[src/hdl/psa_pkg.sv]
// ----------------------------------------------------------------------------
// psa_pkg
// shared codes and types of the priority scheduler with aging
// ----------------------------------------------------------------------------
package psa_pkg;

   // event codes
   localparam logic [2:0] MODE_TICK    = 3'd0;
   localparam logic [2:0] MODE_ADD     = 3'd1;
   localparam logic [2:0] MODE_REMOVE  = 3'd2;
   localparam logic [2:0] MODE_BLOCK   = 3'd3;
   localparam logic [2:0] MODE_UNBLOCK = 3'd4;
   localparam logic [2:0] MODE_SETPRIO = 3'd5;
   localparam logic [2:0] MODE_GETPRIO = 3'd6;

   // status codes
   localparam logic [2:0] STATUS_OK       = 3'd0;
   localparam logic [2:0] STATUS_BAD_SLOT = 3'd1;
   localparam logic [2:0] STATUS_FULL     = 3'd2;
   localparam logic [2:0] STATUS_BAD_PRIO = 3'd3;
   localparam logic [2:0] STATUS_IDLE     = 3'd4;

   // task states
   localparam logic [1:0] TASK_READY   = 2'd0;
   localparam logic [1:0] TASK_RUNNING = 2'd1;
   localparam logic [1:0] TASK_BLOCKED = 2'd2;

   // register indexes
   localparam logic [1:0] CSR_AGING_THRESHOLD = 2'd0;
   localparam logic [1:0] CSR_AGING_INTERVAL  = 2'd1;
   localparam logic [1:0] CSR_NEW_TASK_PRIO   = 2'd2;

   // per-cell control
   typedef struct packed {
      logic shift;
      logic load;
   } psa_cellop_type;

   // per-queue control
   typedef struct packed {
      logic push;
      logic drop;
   } psa_qop_type;

endpackage

[src/hdl/psa_cell.sv]
// ----------------------------------------------------------------------------
// psa_cell
// one queue entry; takes its right neighbor on a shift, new data on a load
// ----------------------------------------------------------------------------
module psa_cell #(
   parameter int W = 4
) (
   input  logic                     clock,
   input  psa_pkg::psa_cellop_type  op,
   input  logic [W-1:0]             nb_data,
   input  logic [W-1:0]             load_data,
   output logic [W-1:0]             data
);

   logic [W-1:0] data_ff;
   logic [W-1:0] data_in;

   always_comb begin
      data_in = data_ff;
      if (op.shift) begin
         data_in = nb_data;
      end else if (op.load) begin
         data_in = load_data;
      end
   end

   always_ff @(posedge clock) begin
      data_ff <= data_in;
   end

   assign data = data_ff;

endmodule

[src/hdl/psa_queue.sv]
// ----------------------------------------------------------------------------
// psa_queue
// one priority level fifo built as a chain of cells with a fill count
// ----------------------------------------------------------------------------
module psa_queue #(
   parameter int N  = 16,
   parameter int SW = 4,
   parameter int CW = 5
) (
   input  logic                  clock,
   input  logic                  reset,
   input  psa_pkg::psa_qop_type  op,
   input  logic [SW-1:0]         push_data,
   input  logic [SW-1:0]         idx,
   output logic [SW-1:0]         rd_data,
   output logic [CW-1:0]         len
);

   logic [CW-1:0] len_ff;
   logic [CW-1:0] len_in;
   logic [SW-1:0] cell_data [N];

   for (genvar j = 0; j < N; j++) begin : g_cell
      psa_pkg::psa_cellop_type cop;
      logic [SW-1:0]           nb;
      assign cop.shift = op.drop && (SW'(j) >= idx);
      assign cop.load  = op.push && (len_ff == CW'(j));
      if (j == N - 1) begin : g_end
         assign nb = '0;
      end else begin : g_mid
         assign nb = cell_data[j+1];
      end
      psa_cell #(.W(SW)) u_cell (
         .clock     (clock),
         .op        (cop),
         .nb_data   (nb),
         .load_data (push_data),
         .data      (cell_data[j])
      );
   end

   always_comb begin
      len_in = len_ff;
      if (op.push && len_ff < CW'(N)) begin
         len_in = len_ff + CW'(1);
      end else if (op.drop && len_ff != '0) begin
         len_in = len_ff - CW'(1);
      end
   end

   always_ff @(posedge clock) begin
      if (reset) begin
         len_ff <= '0;
      end else begin
         len_ff <= len_in;
      end
   end

   assign rd_data = cell_data[idx];
   assign len     = len_ff;

endmodule

[src/hdl/priority_scheduler_with_aging_top.sv]
// ----------------------------------------------------------------------------
// priority_scheduler_with_aging_top
// task scheduler with per-level fifos, aging and an idle task
// ----------------------------------------------------------------------------
// one event word in, one result word out. events are handled one at a time by
// a sequencer that walks the level fifos (each a chain of cells that shifts
// toward the head) entry by entry. remove, block and set priority scan a fifo
// for the slot; a tick computes the bit-serial tick_count % aging_interval
// remainder, runs the aging pass when it is zero, and chooses the next task.
// no item is taken while a result waits on the rsp side.
module priority_scheduler_with_aging_top #(
   parameter int TASK_SLOTS      = 16,
   parameter int PRIORITY_LEVELS = 4
) (
   input  logic        clock,
   input  logic        reset,
   // request word: mode[2:0], slot[6:3], priority_req[8:7]
   input  logic        req_tvalid,
   output logic        req_tready,
   input  logic [15:0] req_tdata,
   // result word: status_code[2:0], slot_out[6:3], priority_out[8:7],
   // reschedule[9], idle_chosen[10]
   output logic        rsp_tvalid,
   input  logic        rsp_tready,
   output logic [15:0] rsp_tdata,
   // register writes
   input  logic        csr_we,
   input  logic [1:0]  csr_addr,
   input  logic [31:0] csr_wdata
);

   localparam int N  = TASK_SLOTS;
   localparam int L  = PRIORITY_LEVELS;
   localparam int SW = $clog2(N);
   localparam int LW = $clog2(L);
   localparam int CW = $clog2(N + 1);

   // sequencer states
   localparam logic [3:0] S_IDLE = 4'd0;
   localparam logic [3:0] S_DISP = 4'd1;
   localparam logic [3:0] S_TREQ = 4'd2;
   localparam logic [3:0] S_DIV  = 4'd3;
   localparam logic [3:0] S_AGRD = 4'd4;
   localparam logic [3:0] S_AGEV = 4'd5;
   localparam logic [3:0] S_PKRD = 4'd6;
   localparam logic [3:0] S_PKEV = 4'd7;
   localparam logic [3:0] S_TRUN = 4'd8;
   localparam logic [3:0] S_ADD  = 4'd9;
   localparam logic [3:0] S_RMRD = 4'd10;
   localparam logic [3:0] S_RBFN = 4'd11;
   localparam logic [3:0] S_SP2  = 4'd12;

   // configuration
   logic [31:0] thr_ff;
   logic [15:0] iv_ff;
   logic [1:0]  ntp_ff;

   always_ff @(posedge clock) begin
      if (reset) begin
         thr_ff <= 32'd20;
         iv_ff  <= 16'd10;
         ntp_ff <= 2'd2;
      end else if (csr_we) begin
         unique case (csr_addr)
            psa_pkg::CSR_AGING_THRESHOLD: thr_ff <= csr_wdata;
            psa_pkg::CSR_AGING_INTERVAL:  iv_ff  <= csr_wdata[15:0];
            psa_pkg::CSR_NEW_TASK_PRIO:   ntp_ff <= csr_wdata[1:0];
            default: ;
         endcase
      end
   end

   // slot table
   logic          used_ff [N];
   logic [1:0]    st_ff   [N];
   logic [LW-1:0] base_ff [N];
   logic [LW-1:0] eff_ff  [N];
   logic [31:0]   lrt_ff  [N];

   // sequencer registers
   logic [3:0]    state_ff, state_in, ret_ff, ret_in;
   logic [2:0]    mode_ff, mode_in;
   logic [3:0]    slot_ff, slot_in;
   logic [1:0]    preq_ff, preq_in;
   logic [SW-1:0] a_ff, a_in;
   logic [LW-1:0] lv_ff, lv_in;
   logic [CW-1:0] k_ff, k_in;
   logic [LW-1:0] ob_ff, ob_in, oe_ff, oe_in;
   logic [15:0]   rem_ff, rem_in;
   logic [4:0]    bc_ff, bc_in;
   logic          runv_ff, runv_in;
   logic [SW-1:0] run_ff, run_in;
   logic [31:0]   tick_ff, tick_in;
   logic [CW-1:0] ucnt_ff, ucnt_in;

   // result register
   logic          rv_ff, rv_in;
   logic [2:0]    status_ff, status_in;
   logic [3:0]    sout_ff, sout_in;
   logic [1:0]    prio_ff, prio_in;
   logic          resch_ff, resch_in;
   logic          idle_ff, idle_in;

   // table write controls, all at a_ff
   logic          we_used, used_wd;
   logic          we_st;
   logic [1:0]    st_wd;
   logic          we_base, we_eff, we_lrt;
   logic [LW-1:0] base_wd, eff_wd;

   // queue controls
   logic          push_en, drop_en;
   logic [LW-1:0] push_lv, drop_lv;
   logic [SW-1:0] q_rd   [L];
   logic [CW-1:0] q_len  [L];

   // table read port
   logic          used_rd;
   logic [1:0]    st_rd;
   logic [LW-1:0] base_rd, eff_rd;
   logic [31:0]   lrt_rd;

   assign used_rd = used_ff[a_ff];
   assign st_rd   = st_ff[a_ff];
   assign base_rd = base_ff[a_ff];
   assign eff_rd  = eff_ff[a_ff];
   assign lrt_rd  = lrt_ff[a_ff];

   for (genvar l = 0; l < L; l++) begin : g_level
      psa_pkg::psa_qop_type qop;
      assign qop.push = push_en && (push_lv == LW'(l));
      assign qop.drop = drop_en && (drop_lv == LW'(l));
      psa_queue #(.N(N), .SW(SW), .CW(CW)) u_queue (
         .clock     (clock),
         .reset     (reset),
         .op        (qop),
         .push_data (a_ff),
         .idx       (k_ff[SW-1:0]),
         .rd_data   (q_rd[l]),
         .len       (q_len[l])
      );
   end

   // first free slot
   logic [SW-1:0] free_slot;
   always_comb begin
      free_slot = '0;
      for (int j = N - 1; j >= 0; j--) begin
         if (!used_ff[j]) begin
            free_slot = SW'(j);
         end
      end
   end

   // request decode
   logic          slot_ok, valid_slot, ntp_bad, preq_bad;
   logic [LW-1:0] preq_lv, ntp_lv, lv_dn;
   logic [16:0]   rem_sh, rem_sub;
   logic          aged;

   assign slot_ok    = {28'd0, slot_ff} < 32'(N);
   assign valid_slot = slot_ok && used_rd;
   assign ntp_bad    = {30'd0, ntp_ff} >= 32'(L);
   assign preq_bad   = {30'd0, preq_ff} >= 32'(L);
   assign preq_lv    = LW'({30'd0, preq_ff});
   assign ntp_lv     = LW'({30'd0, ntp_ff});
   assign lv_dn      = lv_ff - LW'(1);
   // one remainder bit per cycle, msb first
   assign rem_sh     = {rem_ff, tick_ff[bc_ff]};
   assign rem_sub    = rem_sh - {1'b0, iv_ff};
   assign aged       = (tick_ff - lrt_rd) >= thr_ff;

   always_comb begin
      state_in  = state_ff;
      ret_in    = ret_ff;
      mode_in   = mode_ff;
      slot_in   = slot_ff;
      preq_in   = preq_ff;
      a_in      = a_ff;
      lv_in     = lv_ff;
      k_in      = k_ff;
      ob_in     = ob_ff;
      oe_in     = oe_ff;
      rem_in    = rem_ff;
      bc_in     = bc_ff;
      runv_in   = runv_ff;
      run_in    = run_ff;
      tick_in   = tick_ff;
      ucnt_in   = ucnt_ff;
      rv_in     = rv_ff && !rsp_tready;
      status_in = status_ff;
      sout_in   = sout_ff;
      prio_in   = prio_ff;
      resch_in  = resch_ff;
      idle_in   = idle_ff;
      we_used   = 1'b0;
      used_wd   = 1'b0;
      we_st     = 1'b0;
      st_wd     = psa_pkg::TASK_READY;
      we_base   = 1'b0;
      we_eff    = 1'b0;
      we_lrt    = 1'b0;
      base_wd   = base_rd;
      eff_wd    = eff_rd;
      push_en   = 1'b0;
      push_lv   = '0;
      drop_en   = 1'b0;
      drop_lv   = lv_ff;

      unique case (state_ff)
         S_IDLE: begin
            if (req_tvalid && req_tready) begin
               mode_in   = req_tdata[2:0];
               slot_in   = req_tdata[6:3];
               preq_in   = req_tdata[8:7];
               a_in      = SW'({28'd0, req_tdata[6:3]});
               status_in = psa_pkg::STATUS_OK;
               sout_in   = req_tdata[6:3];
               prio_in   = '0;
               resch_in  = 1'b0;
               idle_in   = 1'b0;
               state_in  = S_DISP;
            end
         end

         S_DISP: begin
            state_in = S_IDLE;
            rv_in    = 1'b1;
            unique case (mode_ff)
               psa_pkg::MODE_TICK: begin
                  rv_in  = 1'b0;
                  rem_in = '0;
                  bc_in  = 5'd31;
                  if (runv_ff) begin
                     a_in     = run_ff;
                     state_in = S_TREQ;
                  end else begin
                     state_in = S_DIV;
                  end
               end
               psa_pkg::MODE_ADD: begin
                  sout_in = '0;
                  if (ntp_bad) begin
                     status_in = psa_pkg::STATUS_BAD_PRIO;
                  end else if (ucnt_ff >= CW'(N)) begin
                     status_in = psa_pkg::STATUS_FULL;
                  end else begin
                     a_in     = free_slot;
                     rv_in    = 1'b0;
                     state_in = S_ADD;
                  end
               end
               psa_pkg::MODE_REMOVE, psa_pkg::MODE_BLOCK: begin
                  if (!valid_slot) begin
                     status_in = psa_pkg::STATUS_BAD_SLOT;
                  end else if (slot_ff == '0) begin
                     status_in = psa_pkg::STATUS_IDLE;
                  end else begin
                     rv_in = 1'b0;
                     if (st_rd == psa_pkg::TASK_READY || st_rd == psa_pkg::TASK_RUNNING) begin
                        lv_in    = eff_rd;
                        k_in     = '0;
                        ret_in   = S_RBFN;
                        state_in = S_RMRD;
                     end else begin
                        state_in = S_RBFN;
                     end
                  end
               end
               psa_pkg::MODE_UNBLOCK: begin
                  if (!valid_slot || st_rd != psa_pkg::TASK_BLOCKED) begin
                     status_in = psa_pkg::STATUS_BAD_SLOT;
                  end else begin
                     we_eff = 1'b1;
                     eff_wd = base_rd;
                     we_lrt = 1'b1;
                     if (q_len[base_rd] < CW'(N)) begin
                        push_en = 1'b1;
                        push_lv = base_rd;
                        we_st   = 1'b1;
                        st_wd   = psa_pkg::TASK_READY;
                     end else begin
                        status_in = psa_pkg::STATUS_FULL;
                     end
                  end
               end
               psa_pkg::MODE_SETPRIO: begin
                  if (!valid_slot) begin
                     status_in = psa_pkg::STATUS_BAD_SLOT;
                  end else if (slot_ff == '0) begin
                     status_in = psa_pkg::STATUS_IDLE;
                  end else if (preq_bad) begin
                     status_in = psa_pkg::STATUS_BAD_PRIO;
                  end else if (base_rd != preq_lv) begin
                     ob_in   = base_rd;
                     oe_in   = eff_rd;
                     we_base = 1'b1;
                     base_wd = preq_lv;
                     we_eff  = 1'b1;
                     eff_wd  = preq_lv;
                     if (st_rd == psa_pkg::TASK_READY) begin
                        rv_in    = 1'b0;
                        lv_in    = eff_rd;
                        k_in     = '0;
                        ret_in   = S_SP2;
                        state_in = S_RMRD;
                     end
                  end
               end
               psa_pkg::MODE_GETPRIO: begin
                  if (!valid_slot) begin
                     status_in = psa_pkg::STATUS_BAD_SLOT;
                  end else begin
                     prio_in = 2'(base_rd);
                  end
               end
               default: begin
                  status_in = psa_pkg::STATUS_BAD_SLOT;
               end
            endcase
         end

         // running task gives up the cpu and goes back to its base level, unless that level is full
         S_TREQ: begin
            tick_in  = tick_ff + 32'd1;
            we_eff   = 1'b1;
            eff_wd   = base_rd;
            state_in = S_DIV;
            if ((st_rd == psa_pkg::TASK_READY || st_rd == psa_pkg::TASK_RUNNING) &&
                a_ff != '0) begin
               if (q_len[base_rd] < CW'(N)) begin
                  push_en = 1'b1;
                  push_lv = base_rd;
                  we_st   = 1'b1;
                  st_wd   = psa_pkg::TASK_READY;
               end else begin
                  // level full: the current task keeps running
                  we_st     = 1'b1;
                  st_wd     = psa_pkg::TASK_RUNNING;
                  status_in = psa_pkg::STATUS_FULL;
                  sout_in   = 4'(a_ff);
                  rv_in     = 1'b1;
                  state_in  = S_IDLE;
               end
            end else if (st_rd == psa_pkg::TASK_RUNNING) begin
               we_st = 1'b1;
               st_wd = psa_pkg::TASK_READY;
            end
         end

         // tick_count % aging_interval, restoring, one bit a cycle
         S_DIV: begin
            if (iv_ff == '0) begin
               lv_in    = '0;
               k_in     = '0;
               state_in = S_PKRD;
            end else begin
               rem_in = (rem_sh >= {1'b0, iv_ff}) ? rem_sub[15:0] : rem_sh[15:0];
               bc_in  = bc_ff - 5'd1;
               if (bc_ff == '0) begin
                  k_in = '0;
                  if (rem_in == '0) begin
                     lv_in    = LW'(L - 1);
                     state_in = S_AGRD;
                  end else begin
                     lv_in    = '0;
                     state_in = S_PKRD;
                  end
               end
            end
         end

         S_AGRD: begin
            if (k_ff >= q_len[lv_ff]) begin
               k_in = '0;
               if (lv_ff == LW'(1)) begin
                  lv_in    = '0;
                  state_in = S_PKRD;
               end else begin
                  lv_in = lv_dn;
               end
            end else begin
               a_in     = q_rd[lv_ff];
               state_in = S_AGEV;
            end
         end

         // promote one level when waited long enough and there is room
         S_AGEV: begin
            state_in = S_AGRD;
            if (32'(a_ff) < 32'(N) && used_rd && aged && q_len[lv_dn] < CW'(N)) begin
               drop_en = 1'b1;
               drop_lv = lv_ff;
               push_en = 1'b1;
               push_lv = lv_dn;
               we_eff  = 1'b1;
               eff_wd  = lv_dn;
               we_lrt  = 1'b1;
            end else begin
               k_in = k_ff + CW'(1);
            end
         end

         // pop heads until a ready task turns up, or pick idle when all levels are empty
         S_PKRD: begin
            if (q_len[lv_ff] == '0) begin
               if (lv_ff == LW'(L - 1)) begin
                  a_in     = '0;
                  idle_in  = 1'b1;
                  state_in = S_TRUN;
               end else begin
                  lv_in = lv_ff + LW'(1);
               end
            end else begin
               a_in     = q_rd[lv_ff];
               drop_en  = 1'b1;
               drop_lv  = lv_ff;
               state_in = S_PKEV;
            end
         end

         S_PKEV: begin
            if (used_rd && st_rd == psa_pkg::TASK_READY) begin
               state_in = S_TRUN;
            end else begin
               state_in = S_PKRD;
            end
         end

         S_TRUN: begin
            we_lrt   = 1'b1;
            we_st    = 1'b1;
            st_wd    = psa_pkg::TASK_RUNNING;
            runv_in  = 1'b1;
            run_in   = a_ff;
            sout_in  = 4'(a_ff);
            rv_in    = 1'b1;
            state_in = S_IDLE;
         end

         S_ADD: begin
            rv_in    = 1'b1;
            state_in = S_IDLE;
            if (q_len[ntp_lv] < CW'(N)) begin
               push_en = 1'b1;
               push_lv = ntp_lv;
               we_used = 1'b1;
               used_wd = 1'b1;
               we_st   = 1'b1;
               st_wd   = psa_pkg::TASK_READY;
               we_base = 1'b1;
               base_wd = ntp_lv;
               we_eff  = 1'b1;
               eff_wd  = ntp_lv;
               we_lrt  = 1'b1;
               ucnt_in = ucnt_ff + CW'(1);
               sout_in = 4'(a_ff);
            end else begin
               status_in = psa_pkg::STATUS_FULL;
            end
         end

         // drop the first entry of this slot from level lv_ff
         S_RMRD: begin
            if (k_ff >= q_len[lv_ff]) begin
               state_in = ret_ff;
            end else if (q_rd[lv_ff] == a_ff) begin
               drop_en  = 1'b1;
               drop_lv  = lv_ff;
               state_in = ret_ff;
            end else begin
               k_in = k_ff + CW'(1);
            end
         end

         S_RBFN: begin
            rv_in    = 1'b1;
            state_in = S_IDLE;
            if (mode_ff == psa_pkg::MODE_REMOVE) begin
               we_used = 1'b1;
               used_wd = 1'b0;
               ucnt_in = ucnt_ff - CW'(1);
            end else begin
               we_st = 1'b1;
               st_wd = psa_pkg::TASK_BLOCKED;
            end
            if (runv_ff && run_ff == a_ff) begin
               resch_in = 1'b1;
               if (mode_ff == psa_pkg::MODE_REMOVE) begin
                  runv_in = 1'b0;
               end
            end
         end

         // requeue at the new level, or put the old levels back
         S_SP2: begin
            rv_in    = 1'b1;
            state_in = S_IDLE;
            we_lrt   = 1'b1;
            if (q_len[preq_lv] < CW'(N)) begin
               push_en = 1'b1;
               push_lv = preq_lv;
            end else begin
               we_base   = 1'b1;
               base_wd   = ob_ff;
               we_eff    = 1'b1;
               eff_wd    = oe_ff;
               push_en   = q_len[oe_ff] < CW'(N);
               push_lv   = oe_ff;
               status_in = psa_pkg::STATUS_FULL;
            end
         end

         default: begin
            state_in = S_IDLE;
         end
      endcase
   end

   always_ff @(posedge clock) begin
      if (reset) begin
         state_ff <= S_IDLE;
         runv_ff  <= 1'b0;
         run_ff   <= '0;
         tick_ff  <= '0;
         ucnt_ff  <= CW'(1);
         rv_ff    <= 1'b0;
      end else begin
         state_ff <= state_in;
         runv_ff  <= runv_in;
         run_ff   <= run_in;
         tick_ff  <= tick_in;
         ucnt_ff  <= ucnt_in;
         rv_ff    <= rv_in;
      end
   end

   always_ff @(posedge clock) begin
      ret_ff    <= ret_in;
      mode_ff   <= mode_in;
      slot_ff   <= slot_in;
      preq_ff   <= preq_in;
      a_ff      <= a_in;
      lv_ff     <= lv_in;
      k_ff      <= k_in;
      ob_ff     <= ob_in;
      oe_ff     <= oe_in;
      rem_ff    <= rem_in;
      bc_ff     <= bc_in;
      status_ff <= status_in;
      sout_ff   <= sout_in;
      prio_ff   <= prio_in;
      resch_ff  <= resch_in;
      idle_ff   <= idle_in;
   end

   // slot table; slot 0 is the idle task at the lowest level
   always_ff @(posedge clock) begin
      if (reset) begin
         for (int j = 0; j < N; j++) begin
            used_ff[j] <= (j == 0);
            st_ff[j]   <= psa_pkg::TASK_READY;
            base_ff[j] <= (j == 0) ? LW'(L - 1) : '0;
            eff_ff[j]  <= (j == 0) ? LW'(L - 1) : '0;
            lrt_ff[j]  <= '0;
         end
      end else begin
         if (we_used) begin
            used_ff[a_ff] <= used_wd;
         end
         if (we_st) begin
            st_ff[a_ff] <= st_wd;
         end
         if (we_base) begin
            base_ff[a_ff] <= base_wd;
         end
         if (we_eff) begin
            eff_ff[a_ff] <= eff_wd;
         end
         if (we_lrt) begin
            lrt_ff[a_ff] <= tick_ff;
         end
      end
   end

   assign req_tready = (state_ff == S_IDLE) && !rv_ff;
   assign rsp_tvalid = rv_ff;
   assign rsp_tdata  = {5'd0, idle_ff, resch_ff, prio_ff, sout_ff, status_ff};

endmodule

[config.mk]
export PLATFORM = sky130hd
export DESIGN_NAME = priority_scheduler_with_aging_top
export DESIGN_NICKNAME = d
export VERILOG_FILES = /design/src/hdl/psa_pkg.sv /design/src/hdl/psa_cell.sv /design/src/hdl/psa_queue.sv /design/src/hdl/priority_scheduler_with_aging_top.sv
export SDC_FILE = /design/constraint.sdc
export NUM_CORES = 2
export LEC_CHECK = 0
export BUFFER_PORTS_ARGS = -buffer_cell sky130_fd_sc_hd__buf_2
export CAP_MARGIN = 20
export CORE_ASPECT_RATIO = 0.6
export CORE_UTILIZATION = 35
export CTS_CLUSTER_SIZE = 24
export DETAILED_ROUTE_END_ITERATION = 12
export HOLD_SLACK_MARGIN = 0.06
export PLACE_DENSITY = 0.57
export SYNTH_ARGS = -nofsm -noshare
export SYNTH_HDL_FRONTEND = slang
export SYNTH_SLANG_ARGS = --single-unit
[constraint.sdc]
create_clock -name clock -period 8.6 [get_ports clock]
set_input_delay 0.43 -clock clock [delete_from_list [all_inputs] [get_ports clock]]
set_output_delay 0.43 -clock clock [all_outputs]
set_load 0.01 [all_outputs]
==> flow_summary.ini <==
[synth]
yosys.area_share.xor_xnor = 0.0138
synthTopCellsByCount = edfxtp_1, and2_1, nand2_1
async_flop_share = 0
netlist-cell-type-count = 88
ys_seq_area_frac = 0.544
synth_edf_count = 921
ys_ff_latch = 1059
synthFlopType = edfxtp_1
synth_top_area_share = 0.494
synth_area_leader_cell = edfxtp_1
synth_top_family_by_area = multiplexers
syn_area_per_cell_um2 = 12.4
yosys.area_share.simple = 0.150
synthTopCellsByArea = edfxtp_1, mux4_2, and2_1
synthMuxAreaShare = 0.157
yosysMostFrequentCell = edfxtp_1
synth-compound-area-share = 0.0721
synth_warnings = 0
synthCells = 4507
synth.cell_area_um2 = 56000
synthAdderAreaFrac = 0.0281

[pwr]
p_int_mw = 11.3
p_sw_mw = 6.78
swShare = 0.375
ir_worst_vdd_v = 0.000194
power.density_nw_per_um2 = 287
power_frac_seq = 0.347
pwr-share-comb = 0.402
leakagePower_nw = 22.4
clkPwrFrac = 0.251

[sta]
maxSlewViolCount = 0
clock_skew_ns = 0.0460
setup_viol = 0
rsz0062_at_grt = false
finalCritPeriodShare = 0.975
fin_crit_ns = 8.38
hold_viol_final = 0
slew_headroom = 0.138
setup_tns_ns = 0
worst_pin_slew_ns = 1.28
max_freq_mhz = 119

[grt]
antenna_found_initial = 11
grt_pass1_vias = 36676
gr-total-overflow = 0
grt_pass1_wl_um = 266000
grt_usage = 0.226
grt_max_degree = 80

[layout]
fillers = 14838
drive_gt1_frac = 0.210
area_delta_synth_final_pct = 12.8
nNetsFinal = 4750
final_util = 0.398

[clock_network]
clk_pin_slew_worst_paths_ns = 0.06
clock-sinks = 1059
max-clock-path-buffers = 3
tritoncts = done
cts_buffers = 99
ctsRootBufferMaster = clkbuf_16
htree_num_levels = 3
clk_latency_ns = 0.75

[setup_path]
cp-end-kind = register
cp_top_family = compound AO/OA/AOI/OAI gates
crit_fanout = 48
cp-start-kind = register
cpMaxStageDelayCell = a2111o_2
worstSetupPathType = register to register
critical_path_required_ns = 8.99
path_buf_inv = 6
critPathArrivalTime_ns = 8.78
critPathMaxStageDelay_ns = 0.69
critPathMostFrequentCell = buf_12

[routing]
wire_per_inst_um = 27.3
vias = 39065
dr.pass1.iters = 11
wl_um = 185000
drc = 18
routed_via_density = 5.76
ant_nets = 0
drtIter0Drc = 5588

[die]
dieArea_um2 = 162000
ios = 73
core_um2 = 158000
die_y_um = 312
fp.dieW_um = 518
start_util = 0.353
rows = 113

[placed_design]
hpwlAfterDp_um = 130000
portBuffers = 60
place_congestion = 0.959

[hold_path]
min_path_type = primary input to register

[outcome]
violations = DRC
status = complete, but fails checks

[run]
cap_violations = 0
-- tightest hold or removal path: stages --
cell	delay [ns]
buf_2	0.15
nand3b_1	0.15
mux2i_1	0.09
nand2b_1	0.06
-- layout by cell type, fill, tap and decap left out, types with 19 or more instances in the layout --
master         synthesis  routed
nor2b_1               26      26
xor2_1                43      43
o21bai_1              39      39
mux2_2               211     211
nor3_1                81      80
clkbuf_1             262      30
inv_1                152     151
or3_1                 25      25
nor2_1               307     288
clkinv_2               0      19
buf_4                 15     177
xnor2_1               45      45
nand3_1              101     100
nand2b_1              47      47
and2_1               505     505
mux4_2               261     261
dfxtp_1              138     134
nor4_1                22      22
a31oi_1               23      23
mux2i_1               47      47
clkbuf_16              0     104
buf_12                 1      19
o22ai_1               28      28
edfxtp_1             921     921
buf_2                 38      59
a21oi_1              166     165
and3_1                34      34
dlygate4sd3_1          0      41
nand2_1              319     319
nand4_1               33      33
ha_1                 121     121
or2_2                 26      26
a21o_1                64      64
o21ai_0              112     108
-- timing repair --
action	in CTS	in global routing
hold buffers	41	0
resized for setup	0	11
hold endpoints to repair	59	0
setup buffers	0	1
setup endpoints to repair	0	1295
-- layer usage --
layer	wire length [µm]	vias to the layer above	GRT usage
li1	-	16801	-
met1	87800	19751	0.367
met2	67300	2294	0.273
met3	27200	217	0.0863
met4	2830	2	0.0396
met5	19	-	0
-- sequential cells by signal (all words and copies together), names as in the netlist, 5 cells and up, named ones only --
signal,flops
tick_ff,32
bc_ff,5
thr_ff,32
eff_ff,32
k_ff,5
lrt_ff,512
g_level.u_queue.g_cell.u_cell.data,256
g_level.u_queue.len,20
st_ff,32
base_ff,32
ucnt_ff,5
iv_ff,16
rem_ff,16
used_ff,16
-- worst paths after layout --
| check | startpoint | end | slack, ns | cells past startpoint |
|---|---|---|---|---|
| setup / recovery | register | lrt_ff[7][22] | 0.22 | 29 |
| hold / removal | csr_we | ntp_ff[1] | 0.20 | 4 |
| setup reg to reg | register | lrt_ff[7][22] | 0.22 | 29 |
| hold reg to reg | thr_ff[11] | thr_ff[11] | 0.46 | 2 |
-- through the flow --
stage / total power, mW / hold WS (ns) / worst slack, ns / cells / cell area, µm²
detailed placement: 13.4 / 0.450 / 0.0291 / 6551 / 59400
global route: 18.8 / 0.176 / 0.00132 / 6781 / 63100
floorplan: 10.9 / 0.436 / 0.0722 / 4511 / 56000
CTS: 17.9 / 0.141 / 0.00571 / 6776 / 63000
global placement: 13.3 / 0.445 / 0.0420 / 6550 / 59300
finish: 18.1 / 0.195 / 0.218 / 6782 / 63100
-- power by group through the flow --
stage,Sequential (mW),Clock [mW],Combinational (mW)
finish,6.27,4.54,7.27
global route,6.30,4.79,7.68
CTS,6.28,4.60,7.02
detailed placement,6.39,0,6.97
global placement,6.39,0,6.88
floorplan,6.22,0,4.68
-- final cells by class --
cell class	instances	area, µm²	area share
sequential	1059	30400	0.482
clock inverter	35	319	0.00506
multi-input combinational	2957	23700	0.376
tap	2127	2660	0.0422
antenna	1	2.50	0.0000397
inverter	154	582	0.00922
clock buffer	149	2920	0.0463
timing repair buffer	300	2460	0.0390
-- cells by family (layout without fill, tap and decap cells) --
group	Yosys count	after routing
and+or+nand+nor	1601	1601
DFF	1059	1059
AOI/OAI and AO/OA	617	617
muxes	522	522
buffers and inverters	495	638
adders and majority gates	124	124
xor gates and xnor gates	88	88
other	1	6
Note: power is estimated with default switching activity, not from simulation.
